File: config.mk
export PLATFORM = sky130hd
export DESIGN_NAME = checksummed_frame_receiver
export DESIGN_NICKNAME = d
export VERILOG_FILES = /design/src/cfr_pkg.sv /design/src/checksummed_frame_receiver.sv /design/src/cfr_csr.sv /design/src/cfr_parser.sv /design/src/cfr_out_reg.sv
export SDC_FILE = /design/constraint.sdc
export NUM_CORES = 1
export LEC_CHECK = 0
export ABC_AREA = 1
export BUFFER_PORTS_ARGS = -buffer_cell sky130_fd_sc_hd__buf_2
export CORE_UTILIZATION = 61
export CTS_BUF_LIST = sky130_fd_sc_hd__clkbuf_8
export DETAILED_ROUTE_END_ITERATION = 10
export GPL_ROUTABILITY_DRIVEN = 0
export GPL_TIMING_DRIVEN = 0
export PLACE_DENSITY_LB_ADDON = 0.15
export REMOVE_ABC_BUFFERS = 1
export SLEW_MARGIN = 40
export SYNTH_ARGS = -nofsm -noshare
export SYNTH_HDL_FRONTEND = slang
export SYNTH_SLANG_ARGS = --single-unit
File: constraint.sdc
create_clock -name clock -period 3.5 [get_ports clock]
set_input_delay 0.7 -clock clock [delete_from_list [all_inputs] [get_ports clock]]
set_output_delay 0.7 -clock clock [all_outputs]
set_load 0.01 [all_outputs]
File: src/cfr_pkg.sv
`timescale 1ns / 1ps
`default_nettype none
// ----------------------------------------------------------------------------
// cfr_pkg
// Shared types and constants for the checksummed frame receiver.
// ----------------------------------------------------------------------------
package cfr_pkg;

   localparam int BYTE_W      = 8;
   localparam int ID_LIMIT_W  = 9;
   localparam int KIND_W      = 2;
   localparam int CSR_INDEX_W = 2;
   localparam int CSR_DATA_W  = 9;
   localparam int RSP_DATA_W  = 4 * BYTE_W;

   // Register reset values
   localparam logic [BYTE_W-1:0]     HEADER_BYTE_RESET = 8'd90;
   localparam logic [ID_LIMIT_W-1:0] ID_LIMIT_RESET    = 9'd8;

   // Register indexes on the control port
   localparam logic [CSR_INDEX_W-1:0] CSR_HEADER_BYTE = 2'd0;
   localparam logic [CSR_INDEX_W-1:0] CSR_ID_LIMIT    = 2'd1;

   // Event kinds reported with each result
   localparam logic [KIND_W-1:0] EV_NONE = 2'd0;
   localparam logic [KIND_W-1:0] EV_DATA = 2'd1;
   localparam logic [KIND_W-1:0] EV_GOOD = 2'd2;
   localparam logic [KIND_W-1:0] EV_BAD  = 2'd3;

   // Parser phases, one-hot
   typedef enum logic [4:0] {
      PH_HUNT  = 5'b00001,
      PH_ID    = 5'b00010,
      PH_LEN   = 5'b00100,
      PH_DATA  = 5'b01000,
      PH_CHECK = 5'b10000
   } phase_type;

   typedef struct packed {
      logic [BYTE_W-1:0]     header_byte;
      logic [ID_LIMIT_W-1:0] id_limit;
   } cfg_type;

   typedef struct packed {
      logic [KIND_W-1:0] event_kind;
      logic [BYTE_W-1:0] payload_byte;
      logic [BYTE_W-1:0] payload_index;
      logic [BYTE_W-1:0] frame_id;
      logic [BYTE_W-1:0] frame_length;
   } result_type;

endpackage
`default_nettype wire

File: src/checksummed_frame_receiver.sv
`timescale 1ns / 1ps
`default_nettype none
// ----------------------------------------------------------------------------
// checksummed_frame_receiver
// Deframes header / id / length / payload / sum8 packets from a byte stream.
// ----------------------------------------------------------------------------
// Usage:
//   req_* carries one received byte per beat. rsp_* returns exactly one
//   result beat per request beat, in order: the event kind in tuser and the
//   payload byte, payload index, frame id and frame length in tdata.
//   csr_* writes the header byte (index 0) and the id limit (index 1); write
//   only while no request beat is in flight. csr_ready is always high.
//   The framing state is updated by combinational logic between the input
//   register and the result register; a new byte is accepted every cycle
//   unless a low rsp_tready has filled both registers.
//   Reset clears both stages, puts the parser in header hunt with cleared
//   sum, id, length and count, and loads the register defaults (header 90,
//   id limit 8).
//   When rsp_tready is low the result register holds its beat, the input
//   register fills behind it, and then req_tready drops until rsp_tready
//   returns; no beat is lost or repeated.
// ----------------------------------------------------------------------------
module checksummed_frame_receiver
   import cfr_pkg::*;
(
   input  wire logic                   clock,
   input  wire logic                   reset,
   // request: tdata = rx_byte[7:0]
   input  wire logic                   req_tvalid,
   output logic                        req_tready,
   input  wire logic [BYTE_W-1:0]      req_tdata,
   // response: tdata = payload_byte[7:0], payload_index[15:8],
   //           frame_id[23:16], frame_length[31:24]
   output logic                        rsp_tvalid,
   input  wire logic                   rsp_tready,
   output logic [RSP_DATA_W-1:0]       rsp_tdata,
   // response: tuser = event_kind[1:0]
   output logic [KIND_W-1:0]           rsp_tuser,
   // control register writes
   input  wire logic                   csr_valid,
   output logic                        csr_ready,
   input  wire logic [CSR_INDEX_W-1:0] csr_index,
   input  wire logic [CSR_DATA_W-1:0]  csr_data
);

   cfg_type    cfg;
   logic       res_valid;
   logic       res_ready;
   result_type res;
   result_type out_res;

   assign csr_ready = 1'b1;

   cfr_csr u_csr (
      .clock     (clock),
      .reset     (reset),
      .csr_valid (csr_valid),
      .csr_index (csr_index),
      .csr_data  (csr_data),
      .cfg       (cfg)
   );

   cfr_parser u_parser (
      .clock     (clock),
      .reset     (reset),
      .cfg       (cfg),
      .in_valid  (req_tvalid),
      .in_ready  (req_tready),
      .in_byte   (req_tdata),
      .res_valid (res_valid),
      .res_ready (res_ready),
      .res       (res)
   );

   cfr_out_reg u_out_reg (
      .clock     (clock),
      .reset     (reset),
      .res_valid (res_valid),
      .res_ready (res_ready),
      .res       (res),
      .out_valid (rsp_tvalid),
      .out_ready (rsp_tready),
      .out_res   (out_res)
   );

   // Pack the result beat
   assign rsp_tuser = out_res.event_kind;
   assign rsp_tdata = {out_res.frame_length, out_res.frame_id,
                       out_res.payload_index, out_res.payload_byte};

endmodule
`default_nettype wire

File: src/cfr_csr.sv
`timescale 1ns / 1ps
`default_nettype none
// ----------------------------------------------------------------------------
// cfr_csr
// Control registers: header byte and id limit, written over the csr port.
// ----------------------------------------------------------------------------
module cfr_csr
   import cfr_pkg::*;
(
   input  wire logic                   clock,
   input  wire logic                   reset,
   input  wire logic                   csr_valid,
   input  wire logic [CSR_INDEX_W-1:0] csr_index,
   input  wire logic [CSR_DATA_W-1:0]  csr_data,
   output cfg_type                     cfg
);

   cfg_type cfg_ff;
   cfg_type cfg_in;

   // Decode the write beat; unknown indexes are dropped
   always_comb begin
      cfg_in = cfg_ff;
      if (csr_valid) begin
         case (csr_index)
            CSR_HEADER_BYTE: cfg_in.header_byte = csr_data[BYTE_W-1:0];
            CSR_ID_LIMIT:    cfg_in.id_limit    = csr_data[ID_LIMIT_W-1:0];
            default:         cfg_in = cfg_ff;
         endcase
      end
   end

   always_ff @(posedge clock) begin
      if (reset) begin
         cfg_ff.header_byte <= HEADER_BYTE_RESET;
         cfg_ff.id_limit    <= ID_LIMIT_RESET;
      end else begin
         cfg_ff <= cfg_in;
      end
   end

   assign cfg = cfg_ff;

endmodule
`default_nettype wire

File: src/cfr_parser.sv
`timescale 1ns / 1ps
`default_nettype none
// ----------------------------------------------------------------------------
// cfr_parser
// Input register and per-byte framing state machine with running checksum.
// ----------------------------------------------------------------------------
module cfr_parser
   import cfr_pkg::*;
(
   input  wire logic              clock,
   input  wire logic              reset,
   input  wire cfg_type           cfg,
   input  wire logic              in_valid,
   output logic                   in_ready,
   input  wire logic [BYTE_W-1:0] in_byte,
   output logic                   res_valid,
   input  wire logic              res_ready,
   output result_type             res
);

   logic              valid_ff, valid_in;
   logic [BYTE_W-1:0] byte_ff, byte_in;
   phase_type         phase_ff, phase_in;
   logic [BYTE_W-1:0] sum_ff, sum_in;
   logic [BYTE_W-1:0] id_ff, id_in;
   logic [BYTE_W-1:0] len_ff, len_in;
   logic [BYTE_W-1:0] count_ff, count_in;
   logic [BYTE_W-1:0] count_inc;
   logic [BYTE_W-1:0] sum_add;
   logic              advance;

   // A held beat moves on when the output stage can take it
   assign advance   = valid_ff && res_ready;
   assign in_ready  = !valid_ff || res_ready;
   assign res_valid = valid_ff;

   assign valid_in  = in_ready ? in_valid : valid_ff;
   assign byte_in   = (in_valid && in_ready) ? in_byte : byte_ff;
   assign count_inc = count_ff + 1'b1;
   assign sum_add   = sum_ff + byte_ff;

   // Work out the next framing state and the result for the held byte
   always_comb begin
      phase_in = phase_ff;
      sum_in   = sum_ff;
      id_in    = id_ff;
      len_in   = len_ff;
      count_in = count_ff;
      res.event_kind    = EV_NONE;
      res.payload_byte  = '0;
      res.payload_index = '0;
      case (phase_ff)
         PH_HUNT: begin
            if (byte_ff == cfg.header_byte) begin
               sum_in   = byte_ff;
               id_in    = '0;
               len_in   = '0;
               count_in = '0;
               phase_in = PH_ID;
            end
         end
         PH_ID: begin
            if ({1'b0, byte_ff} < cfg.id_limit) begin
               id_in    = byte_ff;
               sum_in   = sum_add;
               phase_in = PH_LEN;
            end else begin
               phase_in = PH_HUNT;
            end
         end
         PH_LEN: begin
            len_in   = byte_ff;
            sum_in   = sum_add;
            phase_in = (byte_ff == '0) ? PH_CHECK : PH_DATA;
         end
         PH_DATA: begin
            res.event_kind    = EV_DATA;
            res.payload_byte  = byte_ff;
            res.payload_index = count_ff;
            count_in = count_inc;
            sum_in   = sum_add;
            if (count_inc >= len_ff) begin
               phase_in = PH_CHECK;
            end
         end
         PH_CHECK: begin
            res.event_kind = (sum_ff == byte_ff) ? EV_GOOD : EV_BAD;
            phase_in = PH_HUNT;
         end
         default: begin
            phase_in = PH_HUNT;
         end
      endcase
      res.frame_id     = id_in;
      res.frame_length = len_in;
   end

   always_ff @(posedge clock) begin
      if (reset) begin
         valid_ff <= 1'b0;
         phase_ff <= PH_HUNT;
         sum_ff   <= '0;
         id_ff    <= '0;
         len_ff   <= '0;
         count_ff <= '0;
      end else begin
         valid_ff <= valid_in;
         // Commit state only when the beat leaves for the output stage
         if (advance) begin
            phase_ff <= phase_in;
            sum_ff   <= sum_in;
            id_ff    <= id_in;
            len_ff   <= len_in;
            count_ff <= count_in;
         end
      end
   end

   always_ff @(posedge clock) begin
      byte_ff <= byte_in;
   end

endmodule
`default_nettype wire

File: src/cfr_out_reg.sv
`timescale 1ns / 1ps
`default_nettype none
// ----------------------------------------------------------------------------
// cfr_out_reg
// Result register: holds one finished beat until the receiver takes it.
// ----------------------------------------------------------------------------
module cfr_out_reg
   import cfr_pkg::*;
(
   input  wire logic clock,
   input  wire logic reset,
   input  wire logic res_valid,
   output logic      res_ready,
   input  wire result_type res,
   output logic      out_valid,
   input  wire logic out_ready,
   output result_type out_res
);

   logic       valid_ff, valid_in;
   result_type data_ff, data_in;

   // Load whenever the register is empty or being drained this cycle
   assign res_ready = !valid_ff || out_ready;
   assign valid_in  = res_ready ? res_valid : valid_ff;
   assign data_in   = (res_ready && res_valid) ? res : data_ff;

   always_ff @(posedge clock) begin
      if (reset) begin
         valid_ff <= 1'b0;
      end else begin
         valid_ff <= valid_in;
      end
   end

   always_ff @(posedge clock) begin
      data_ff <= data_in;
   end

   assign out_valid = valid_ff;
   assign out_res   = data_ff;

endmodule
`default_nettype wire

## After elaboration in Yosys (flattened, before gate mapping)

Cells that the tools add are included.
W data, S select, Z words.

- $add $sub $neg: 2
- $lt $le $gt $ge: 2
- Eq/ne operators: 11
- Mux-type cells: 17
- Reduce and logical (&&, ||, !) cells: 16

Operators by type and width:

| cell | count |
|---|---|
| $mux W8 | 6 |
| $pmux W8 S2 | 3 |
| $pmux W8 S3 | 1 |
| $pmux W5 S4 | 1 |
| $eq A8 B8 Y1 | 2 |
| $mux W5 | 3 |
| $lt A8 B9 Y1 | 1 |
| $add A8 B1 Y8 const B | 1 |
| $add A8 B8 Y8 | 1 |
| $ge A8 B8 Y1 | 1 |
| $logic_not A8 Y1 | 1 |
| $ne A2 B1 Y1 const B | 3 |
| $reduce_and A3 Y1 | 2 |
| $eq A5 B1 Y1 const B | 1 |
| $eq A5 B2 Y1 const B | 1 |
| $eq A5 B3 Y1 const B | 1 |
| $eq A5 B4 Y1 const B | 1 |
| $eq A5 B5 Y1 const B | 1 |
| $pmux W2 S2 | 1 |
| $reduce_and A2 Y1 | 2 |
| $reduce_and A4 Y1 | 1 |
| $mux W3 | 1 |
| $reduce_bool A3 Y1 | 1 |
| $eq A2 B1 Y1 const B | 1 |
| other kinds (7) | 10 |

- Register bits after elaboration: 98
- Bits of input ports: 24
- Output and inout port bits: 37
- Logic and storage cells: 63

## Logic depth before layout (Yosys ltp)

Gate-level depths: netlist of run 1.

- Depth after elaboration: 4
- Depth in mapped cells: 14
- Depth with buffers taken out: 14

## Modules after synthesis

From an unflattened synthesis of run 1, not the netlist that was laid out.

- Cells, all modules: 682
- Area, all modules: 5256.3 µm²

By module, submodules not included:

| module | instances | cells an instance | area each (µm²) | seq. area each (µm²) |
|---|---|---|---|---|
| cfr_parser | 1 | 538 | 3454.6 | 1001.0 |
| cfr_out_reg | 1 | 40 | 1068.5 | 1041.0 |
| cfr_csr | 1 | 102 | 721.9 | 340.3 |
| checksummed_frame_receiver | 1 | 2 | 11.3 | 0.0 |

## Worst setup path after synthesis of run 1

No wires, ideal clock.

- Kind: in2reg
- Start point: input port rsp_tready
- End point: register u_out_reg.data_ff, in the netlist u_out_reg.out_res[0], enable pin
- Setup time: 0.412 ns
- Arrival time: 2.220 ns
- Required time: 3.088 ns
- Path slack: 0.868 ns
- Stages on the path: 5
- Buffers on the path: 1
- Cell sequence: inv_1 -> nand2_1 -> nand2_1 -> inv_1 -> clkbuf_1

- Cells in the longest elaborated chain, start to end: 2

RTL lines:

| element | RTL line | source |
|---|---|---|
| from (decl) | checksummed_frame_receiver.sv:35 | `input wire logic rsp_tready,` |
| $logic_or A1 B1 Y1 | cfr_out_reg.sv:24 | `assign res_ready = !valid_ff \|\| out_ready;` |
| $logic_and A1 B1 Y1 | n/a |  |
| via u_parser.advance | cfr_parser.sv:30 | `logic advance;` |
| to (signal assigned) | cfr_out_reg.sv:37 | `data_ff <= data_in;` |
| to (decl) | cfr_out_reg.sv:21 | `result_type data_ff, data_in;` |

The timed path passes the listed nets, and every way through them passes these cells.
A chain may end at the register's enable or synchronous reset.

## Worst setup path in the final report of run 1

- Start point: register u_parser.count_ff[0]
- End point: register u_parser.phase_ff[0]

- Cells in the longest elaborated chain, start to end: 4

RTL lines:

| element | RTL line | source |
|---|---|---|
| from (decl) | cfr_parser.sv:27 | `logic [BYTE_W-1:0] count_ff, count_in;` |
| from (signal assigned) | cfr_parser.sv:114 | `count_ff <= count_in;` |
| $add A8 B1 Y8 | cfr_parser.sv:39 | `assign count_inc = count_ff + 1'b1;` |
| $ge A8 B8 Y1 | cfr_parser.sv:82 | `if (count_inc >= len_ff) begin` |
| $ne A2 B1 Y1 (no line) | n/a |  |
| $reduce_and A3 Y1 (no line) | n/a |  |
| to (signal assigned) | cfr_parser.sv:110 | `phase_ff <= phase_in;` |
| to (decl) | cfr_parser.sv:23 | `phase_type phase_ff, phase_in;` |

No other way between the ends.

==> results of run 1 <==
## per-stage QoR
stage | std cells | util [%]
global placement | 804 | 67.0
global route | 821 | 69.5
CTS | 821 | 69.5
finish | 821 | 69.5
floorplan | 640 | -
detailed placement | 805 | 67.3
## placed cells by master, fill, tap and decap left out, types with 2 or more instances in the layout
cell type                    n
sky130_fd_sc_hd__clkinv_4    2
sky130_fd_sc_hd__nor2_2      2
sky130_fd_sc_hd__ha_1       23
sky130_fd_sc_hd__inv_1     100
sky130_fd_sc_hd__edfxtp_1   42
sky130_fd_sc_hd__nand3b_1    3
sky130_fd_sc_hd__inv_2       9
sky130_fd_sc_hd__o21ai_0    16
sky130_fd_sc_hd__dfxtp_1    56
sky130_fd_sc_hd__clkbuf_8    9
sky130_fd_sc_hd__nand4_4     3
sky130_fd_sc_hd__nand4_2     2
sky130_fd_sc_hd__buf_2      59
sky130_fd_sc_hd__xor2_1      6
sky130_fd_sc_hd__nor2_4      2
sky130_fd_sc_hd__nand2_1   164
sky130_fd_sc_hd__nor4_1      2
sky130_fd_sc_hd__nand3_2     2
sky130_fd_sc_hd__nand3_1    50
sky130_fd_sc_hd__xnor2_1     5
sky130_fd_sc_hd__a21oi_1    57
sky130_fd_sc_hd__nand4_1    18
sky130_fd_sc_hd__nor3_1      2
sky130_fd_sc_hd__o211ai_1    3
sky130_fd_sc_hd__nor2_1     62
## metal layers
layer | up-vias | wire length, um
li1 | 2239 | -
met1 | 2048 | 5050
met2 | 161 | 5330
met3 | 28 | 645
met4 | 0 | 281
met5 | - | 0
## kinds of logic (layout without fill, tap and decap cells)
family | count (synthesis) | in the layout | share of synthesized area [%]
compound gates | 81 | 81 | 8.37
xor+xnor | 11 | 11 | 1.87
fa+ha+maj | 24 | 24 | 5.97
buf+inv | 125 | 185 | 9.56
flops | 98 | 98 | 46.2
other cells | 1 | 1 | 0.0727
simple gates | 316 | 316 | 28.0
## cell type report
cell class                      count  area (um2)
Sequential cell                    98        2380
Tap cell                          105         131
Inverter                          109         417
Multi-Input combinational cell    433        2280
Timing Repair Buffer               60         315
Clock buffer                        9         124
Clock inverter                      7        62.6
Fill cell                         682        2500
## sequential cells by signal (all words and copies together), names as in the netlist
name	flops
u_csr.cfg	17
u_parser.sum_ff	8
u_out_reg.out_valid	1
u_parser.id_ff	8
u_parser.len_ff	8
u_parser.count_ff	8
u_parser.byte_ff	8
u_out_reg.out_res	34
u_parser.res_valid	1
u_parser.phase_ff	5
## synthesized netlist by cell type (3+ instances only)
master	instances	area (um2)
sky130_fd_sc_hd__buf_2	3	15.0
sky130_fd_sc_hd__xnor2_1	5	43.8
sky130_fd_sc_hd__ha_1	23	288
sky130_fd_sc_hd__o21ai_0	16	80.1
sky130_fd_sc_hd__o211ai_1	3	22.5
sky130_fd_sc_hd__clkbuf_1	10	37.5
sky130_fd_sc_hd__xor2_1	6	52.6
sky130_fd_sc_hd__nor2_1	62	233
sky130_fd_sc_hd__nand3b_1	3	22.5
sky130_fd_sc_hd__nand4_1	18	113
sky130_fd_sc_hd__edfxtp_1	42	1260
sky130_fd_sc_hd__a21oi_1	57	285
sky130_fd_sc_hd__dfxtp_1	56	1120
sky130_fd_sc_hd__inv_1	99	372
sky130_fd_sc_hd__inv_2	9	33.8
sky130_fd_sc_hd__nand4_4	3	63.8
sky130_fd_sc_hd__nand3_1	50	250
sky130_fd_sc_hd__nand2_1	164	616
## power groups by stage
stage	logic (uW)	clock network, uW	registers (uW)
2_1_floorplan	161	0	1300
3_3_place_gp	247	0	1300
3_5_place_dp	259	0	1300
4_1_cts	262	726	1270
5_1_grt	299	759	1280
6_report	262	714	1270
## worst min-delay path by stage
stage,cells after the start,to
2_1_floorplan,2,u_csr.cfg[1]
3_3_place_gp,2,u_csr.cfg[2]
3_5_place_dp,2,u_csr.cfg[6]
4_1_cts,2,u_csr.cfg[6]
5_1_grt,1,u_parser.byte_ff[6]
6_report,2,u_csr.cfg[7]
## worst max-delay path, stage by stage (launching register included)
cell	delay (ns)
sky130_fd_sc_hd__dfxtp_1	0.39
sky130_fd_sc_hd__inv_1	0.09
sky130_fd_sc_hd__nor3_1	0.45
sky130_fd_sc_hd__nand3_1	0.18
sky130_fd_sc_hd__xor2_1	0.17
sky130_fd_sc_hd__inv_1	0.08
sky130_fd_sc_hd__ha_1	0.30
sky130_fd_sc_hd__nand2_1	0.06
sky130_fd_sc_hd__nor2_1	0.16
sky130_fd_sc_hd__nand4_1	0.12
sky130_fd_sc_hd__nand4_2	0.16
sky130_fd_sc_hd__nand2_1	0.15
sky130_fd_sc_hd__nor2_1	0.13
sky130_fd_sc_hd__nor2_1	0.05
sky130_fd_sc_hd__nand2_1	0.08
==> impl_metrics.csv, run 1 <==
group,metric,value,unit
outcome,status,"complete, no violations",
logic_synthesis,synth-warning-count,0,
logic_synthesis,synthesized_area_divided_by_synthesized_cell_count,7.86,um2
critical_path,critical_path_class,"register to register",
placed_design,io_buffers,59,
finish,final_area,0.00571,mm2
die,initial_core_util,62.8,%
logic_synthesis,synth-async-reset-ratio,0,%
global_routing,grtUsageTotal,27.6,%
job,cap_viol_max_count,0,
sta,hold_fails_final_rpt,0,
power,netSwitchingFraction,26.2,%
logic_synthesis,synth_ff_type,"sky130_fd_sc_hd__dfxtp_1",
power,seq_power_share,56.5,%
sta,drv_slew,0,
global_routing,grt_start_max_net_pins,35,
global_routing,antenna_found_initial,0,
sta,unrepaired_setup_endpoints_after_global_routing,"no",
worst_hold_path,hp-start,"u_csr.cfg[7]",
logic_synthesis,post_synth_num_cell_types,38,
placed_design,dpl.hpwl,7980,um
logic_synthesis,synthesis.instances,656,
finish,layout_overhead_on_the_synthesized_area,10.8,%
power,totalPowerFinal,2250,uW
global_routing,gr-usage-met3,5.26,%
power,power.share.clock,31.8,%
critical_path,timing.reg2reg.setup_slack,0.87,ns
logic_synthesis,number_of_enable_flip_flop_cells_after_synthesis,42,
detailed_routing,detail_routed_net_length_per_standard_cell,13.8,um
critical_path,crit-reg2reg-launch,"u_parser.count_ff[0]",
sta,timing.setup.tns,0,ns
power,power_switching,588,uW
detailed_routing,drt-vias-per-instance,5.45,
die,fp.dieW,93.9,um
clocking,cts_tree,"built",
critical_path,worst_setup_path_start_kind,"register",
critical_path,arrival,2.94,ns
sta,hold_ws,0.469,ns
global_routing,grtUsageMet2,44.7,%
clocking,clock_sink_count,98,
sta,finalClockSkew,0.0108,ns
finish,antenna-diode-count,0,
clocking,ctsResizeCount,0,
detailed_routing,drt_pass1_iterations,5,
clocking,ctsRootBufferMaster,"sky130_fd_sc_hd__clkbuf_8",
sta,tightestPinTransition,0.753,ns
power,combinationalPowerShare,11.7,%
die,num_rows,33,
global_routing,met1_usage_grt,36.1,%
power,p_int,1660,uW
worst_hold_path,worstHoldPathType,"register to register",
clocking,htree_depth,3,
critical_path,critical_path.endpoint_type,"register",
clocking,cts_hold_repair.buffers,0,
critical_path,worst_ep_required_time,3.81,ns
die,top_level_i_o_count,61,
clocking,cts_setup_buffers,0,
global_routing,first_global_vias,4086,
die,core_area,0.00822,mm2
critical_path,endpoint,"u_parser.phase_ff[0]",
finish,design.final.nets,759,
detailed_routing,postRouteAntennaNets,0,
logic_synthesis,yosysSeqAreaShare,46.2,%
sta,setup_viol_count_final,0,
sta,final.setup.worst_slack,0.873,ns
power,power.static_leakage,0.00269,uW
clocking,numCtsBuffers,9,
sta,max_freq,381,MHz
critical_path,reg2regPathDepth,14,
critical_path,r2r-end,"u_parser.phase_ff[0]",
detailed_routing,num_vias,4476,
clocking,path_clk_slew,0.09,ns
power,vdd.ir_drop.worst,261,uV
placed_design,placedInstanceArea,0.00553,mm2
die,total_die_area,0.00882,mm2
detailed_routing,drt_iter0_markers,279,
logic_synthesis,synth.cell_area,0.00516,mm2
clocking,clock_latency,0.37,ns
global_routing,most_crowded_layer_gr,"met2",
clocking,clock_path_buffers,2,
sta,fin_crit_sh,75.0,%
critical_path,timing.critical_path.fanout_max,6,
die,die_h,93.9,um
global_routing,grt_pass1_wl,18700,um
detailed_routing,post_route_wl,11300,um
placed_design,post-place-ws,0.755,ns
finish,drive_above_1_share,13.8,%
global_routing,globalRoute.totalOverflow,0,
sta,crit_path_time_final,2.63,ns
logic_synthesis,yosys_register_bits,98,
detailed_routing,post_detailed_route_drc_marker_count,0,
sta,max_slew_margin,49.7,%
critical_path,critical_path.startpoint,"u_parser.count_ff[0]",
power,p_per_area,393,mW/mm2
No activity file was read; power rests on OpenSTA's default activity.
==> run 2, diff against run 1 <==
==> constraint.sdc (replaced) <==
create_clock -name clock -period 2.45 [get_ports clock]
set_input_delay 0.49 -clock clock [delete_from_list [all_inputs] [get_ports clock]]
set_output_delay 0.49 -clock clock [all_outputs]
set_load 0.01 [all_outputs]
==> impl_metrics.csv, run 2 (synthesis gave the netlist of run 1 again) <==
group,metric,value,unit
critical_path,cp_num_buf_inv,1,
clocking,htree_depth,3,
finish,drive_above_1_share,15.9,%
detailed_routing,drt_iter0_markers,321,
sta,max_slew_margin,48.8,%
clocking,ctsRootBufferMaster,"sky130_fd_sc_hd__clkbuf_8",
critical_path,slowest_stage,"sky130_fd_sc_hd__dfxtp_2",
finish,final_common_cell,"sky130_fd_sc_hd__nand2_1",
power,power.static_leakage,0.00273,uW
die,die_h,93.9,um
sta,crit_path_time_final,2.31,ns
critical_path,critical_path_class,"register to register",
global_routing,grt_pass1_wl,18800,um
sta,max_freq,434,MHz
critical_path,timing.critical_path.fanout_max,6,
global_routing,globalRoute.totalOverflow,0,
detailed_routing,num_vias,4451,
critical_path,critPathMaxStageDelay,0.38,ns
job,cap_viol_max_count,0,
detailed_routing,wl_met2,5460,um
die,top_level_i_o_count,61,
clocking,clock_sink_count,98,
detailed_routing,routed.top_layer,"met4",
clocking,path_clk_slew,0.10,ns
global_routing,first_global_vias,4083,
finish,fillers,668,
finish,layout_overhead_on_the_synthesized_area,12.3,%
critical_path,critPathTopFamily,"simple AND/OR/NAND/NOR gates",
worst_hold_path,worstHoldPathType,"input port to register",
finish,design.final.nets,762,
clocking,cts_hold_repair.buffers,0,
clocking,clock_path_buffers,2,
die,initial_core_util,62.8,%
die,total_die_area,0.00882,mm2
critical_path,crit_cells,12,
critical_path,critical_path.endpoint_type,"register",
sta,hold_fails_final_rpt,0,
die,fp.dieW,93.9,um
detailed_routing,drt-vias-per-instance,5.40,
detailed_routing,post_route_wl,11400,um
finish,largest_register_ffs,34,
sta,unrepaired_setup_endpoints_after_global_routing,"no",
sta,drv_slew,0,
sta,timing.setup.tns,0,ns
finish,antenna-diode-count,0,
sta,tightestPinTransition,0.767,ns
critical_path,critical_path.most_common_cell,"sky130_fd_sc_hd__nor2_1",
detailed_routing,route.met3.wl,595,um
critical_path,worst_setup_path_start_kind,"register",
clocking,numCtsBuffers,9,
global_routing,grtUsageTotal,27.7,%
finish,commonest_cells_after_routing_fill_and_taps_aside,"sky130_fd_sc_hd__nand2_1, sky130_fd_sc_hd__inv_1, sky130_fd_sc_hd__nor2_1",
finish,final_area,0.00579,mm2
placed_design,placedInstanceArea,0.00553,mm2
critical_path,worst_ep_required_time,2.72,ns
sta,finalClockSkew,0.0109,ns
sta,fin_crit_sh,94.1,%
clocking,clock_latency,0.37,ns
placed_design,dpl.hpwl,7980,um
detailed_routing,drt_pass1_iterations,5,
sta,setup_viol_count_final,0,
power,p_per_area,554,mW/mm2
detailed_routing,m1WireLength,5090,um
critical_path,arrival,2.57,ns
placed_design,io_buffers,59,
critical_path,crit_path_cell_trace,"inv_1, nor4_2, nand3_1, and2_1, ha_1, a21oi_1, o21a_1, nand4_4, nand2_4, nor2_1, nor2_1, nand2_1",
outcome,status,"complete, no violations",
global_routing,grt_start_max_net_pins,35,
worst_hold_path,holdPathStages,1,
detailed_routing,post_detailed_route_drc_marker_count,0,
die,num_rows,33,
detailed_routing,postRouteAntennaNets,0,
clocking,cts_tree,"built",
critical_path,reg2regPathDepth,12,
power,vdd.ir_drop.worst,371,uV
die,core_area,0.00822,mm2
detailed_routing,detail_routed_net_length_per_standard_cell,13.8,um
global_routing,antenna_found_initial,0,
-- run 2: changes by cell type in the layout (fill, tap and decap cells not counted), moves of 2 or more --
| cell | change |
|---|---|
| sky130_fd_sc_hd__dfxtp_2 | +5 |
| sky130_fd_sc_hd__nor3_1 | -2 |
| sky130_fd_sc_hd__buf_4 | +3 |
| sky130_fd_sc_hd__dfxtp_1 | -5 |
-- run 2: layout make-up --
type                    instances  area [um2]  area share [%]
clock inverters                 7        62.6            1.08
clock buffers                   9         124            2.14
multi-input cells             433        2330            40.2
flip-flops and latches         98        2390            41.2
inverters                     109         417            7.19
repair buffers                 63         338            5.83
well taps                     105         131            2.27
-- run 2: what timing repair did --
action / CTS / global route
cloned: 0 / 0
gates resized for setup: 3 / 12
pin swaps: 0 / 6
endpoints found under the setup margin: 5 / 13
buffers inserted: 0 / 3
-- run 2: layer usage --
layer / GRT usage (%) / vias to the layer above
met3: 5.26 / 21
met2: 44.9 / 152
li1: - / 2242
met4: 11.7 / 0
met5: 0 / -
met1: 36.2 / 2036
-- run 2: path summary, 6_finish.rpt --
kind	from	endpoint	slack [ns]
worst max-delay path	u_parser.count_ff[4]	u_parser.phase_ff[0]	0.14
worst min-delay path	req_tdata[6]	u_parser.byte_ff[6]	0.28
worst max register to register	u_parser.count_ff[4]	u_parser.phase_ff[0]	0.14
worst min register to register	u_csr.cfg[7]	u_csr.cfg[7]	0.47
-- run 2: per-stage QoR --
| stage | power, uW | utilization (%) | worst slack, ns | hold WS (ns) | instances |
|---|---|---|---|---|---|
| after global placement | 2200 | 67.0 | -0.994 | 0.447 | 804 |
| after floorplan | 2090 | - | -0.0965 | 0.437 | 640 |
| final | 3210 | 70.5 | 0.145 | 0.285 | 824 |
| after global routing | 3340 | 70.5 | 0.00237 | 0.272 | 824 |
| after detailed placement | 2220 | 67.3 | -0.159 | 0.459 | 805 |
| after CTS | 3220 | 69.7 | 0.0210 | 0.282 | 821 |
-- run 2: power breakdown --
part | internal (uW) | total, uW | switching [uW] | leakage (uW)
sequential | 1780 | 1810 | 38.7 | 0.000858
combinational | 133 | 379 | 247 | 0.00177
clock | 462 | 1010 | 553 | 0.0000992
total | 2370 | 3210 | 839 | 0.00273
==> run 3, diff against run 2 <==
--- a/config.mk
+++ b/config.mk
@@ -7,6 +7,7 @@
 export LEC_CHECK = 0
 export ABC_AREA = 1
 export BUFFER_PORTS_ARGS = -buffer_cell sky130_fd_sc_hd__buf_2
+export CORE_MARGIN = 3
 export CORE_UTILIZATION = 61
 export CTS_BUF_LIST = sky130_fd_sc_hd__clkbuf_8
 export DETAILED_ROUTE_END_ITERATION = 10
==> impl_metrics.csv, run 3 (synthesis gave the netlist of run 1 again) <==
group,metric,value,unit
finish,commonest_cells_after_routing_fill_and_taps_aside,"sky130_fd_sc_hd__nand2_1, sky130_fd_sc_hd__inv_1, sky130_fd_sc_hd__nor2_1",
die,core_area,0.00797,mm2
clocking,clock_latency,0.37,ns
critical_path,critPathTopFamily,"simple AND/OR/NAND/NOR gates",
critical_path,slowest_stage,"sky130_fd_sc_hd__dfxtp_4",
global_routing,globalRoute.totalOverflow,0,
clocking,ctsRootBufferMaster,"sky130_fd_sc_hd__clkbuf_8",
sta,max_slew_margin,45.6,%
sta,timing.setup.tns,0,ns
power,netSwitchingFraction,26.2,%
sta,drv_slew,0,
sta,setup_viol_count_final,0,
sta,hold_ws,0.290,ns
detailed_routing,wl_met2,5900,um
detailed_routing,drt_pass1_iterations,5,
die,die_h,97.9,um
finish,antenna-diode-count,0,
power,seq_power_share,55.8,%
detailed_routing,route.met3.wl,857,um
detailed_routing,m1WireLength,4970,um
die,top_level_i_o_count,61,
critical_path,timing.critical_path.fanout_max,6,
clocking,htree_depth,3,
critical_path,critical_path_class,"register to register",
finish,drive_above_1_share,16.7,%
clocking,clock_path_buffers,2,
sta,unrepaired_setup_endpoints_after_global_routing,"yes",
placed_design,io_buffers,59,
global_routing,grt_start_max_net_pins,45,
clocking,cts_hold_repair.buffers,0,
sta,fin_crit_sh,94.6,%
critical_path,arrival,2.63,ns
job,cap_viol_max_count,0,
detailed_routing,post_route_wl,12000,um
global_routing,grtUsageTotal,25.0,%
critical_path,timing.reg2reg.setup_slack,0.13,ns
sta,max_freq,432,MHz
clocking,numCtsBuffers,9,
die,num_rows,32,
detailed_routing,drt_iter0_markers,306,
sta,finalClockSkew,0.00956,ns
die,total_die_area,0.00959,mm2
finish,fillers,608,
critical_path,worst_setup_path_start_kind,"register",
placed_design,dpl.hpwl,8190,um
critical_path,crit_path_cell_trace,"inv_1, nor4_4, nand3_1, and2_1, ha_1, nand2_1, nor2_1, nand4_1, nand4_4, nand2_4, nor2_1, nor2_1, nand2_1",
finish,largest_register_ffs,34,
critical_path,critical_path.endpoint_type,"register",
critical_path,worst_ep_required_time,2.76,ns
power,combinationalPowerShare,11.6,%
clocking,clock_sink_count,98,
finish,layout_overhead_on_the_synthesized_area,13.3,%
finish,final_common_cell,"sky130_fd_sc_hd__nand2_1",
detailed_routing,drt-vias-per-instance,5.57,
clocking,path_clk_slew,0.10,ns
power,p_per_area,556,mW/mm2
critical_path,critPathMaxStageDelay,0.38,ns
finish,final_area,0.00584,mm2
worst_hold_path,worstHoldPathType,"input port to register",
placed_design,placedInstanceArea,0.00552,mm2
power,power_switching,852,uW
power,p_int,2400,uW
detailed_routing,postRouteAntennaNets,0,
finish,postLayoutCoreUtil,73.3,%
global_routing,antenna_found_initial,0,
finish,design.final.nets,763,
critical_path,critical_path.most_common_cell,"sky130_fd_sc_hd__nor2_1",
power,power.static_leakage,0.00275,uW
detailed_routing,post_detailed_route_drc_marker_count,0,
sta,tightestPinTransition,0.813,ns
detailed_routing,num_vias,4580,
sta,crit_path_time_final,2.32,ns
global_routing,first_global_vias,4383,
outcome,status,"complete, no violations",
clocking,cts_tree,"built",
detailed_routing,routed.top_layer,"met4",
die,initial_core_util,64.7,%
power,vdd.ir_drop.worst,345,uV
detailed_routing,detail_routed_net_length_per_standard_cell,14.6,um
global_routing,grt_pass1_wl,19800,um
power,power.share.clock,32.6,%
die,fp.dieW,97.9,um
sta,hold_fails_final_rpt,0,
critical_path,cp_num_buf_inv,1,
==> run 3: cell type report <==
cell class / instances / area, um2 / share of cell area (%)
flip-flops and latches: 98 / 2400 / 41.1
clock inverters: 6 / 58.8 / 1.01
repair buffers: 64 / 358 / 6.13
multi-input cells: 433 / 2340 / 40.1
clock buffers: 10 / 138 / 2.36
well taps: 102 / 128 / 2.18
inverters: 109 / 417 / 7.13
==> run 3: routing by layer <==
layer	global-route usage, %	vias to the layer above
met5	0	-
met4	10.8	0
met3	5.29	32
met2	40.8	207
met1	32.2	2101
li1	-	2240
==> run 3: repair_timing <==
item / 4_1_cts / 5_1_grt
buffers inserted: 0 / 4
setup endpoints to repair: 5 / 8
resized for setup: 4 / 18
pin swaps: 0 / 9
==> run 3: worst paths after layout <==
check | endpoint | depth (start not counted) | startpoint
min reg2reg | u_csr.cfg[9] | 2 | u_csr.cfg[9]
min | u_parser.byte_ff[2] | 1 | req_tdata[2]
max reg2reg | u_parser.phase_ff[0] | 13 | u_parser.count_ff[4]
max | u_parser.phase_ff[0] | 13 | u_parser.count_ff[4]
==> run 3: stage by stage <==
| stage | instances | setup slack (ns) | total power [uW] |
|---|---|---|---|
| final | 822 | 0.133 | 3250 |
| after CTS | 818 | 0.0225 | 3250 |
| after global routing | 822 | -0.0105 | 3380 |
| after global placement | 801 | -0.964 | 2200 |
| after detailed placement | 802 | -0.160 | 2220 |
| after floorplan | 640 | -0.0965 | 2090 |
==> run 3: power groups by stage <==
stage / Clock (uW) / Combinational [uW] / Sequential [uW]
6_report: 1060 / 378 / 1810
3_3_place_gp: 0 / 353 / 1850
2_1_floorplan: 0 / 231 / 1860
3_5_place_dp: 0 / 371 / 1850
5_1_grt: 1140 / 428 / 1820
4_1_cts: 1060 / 374 / 1820
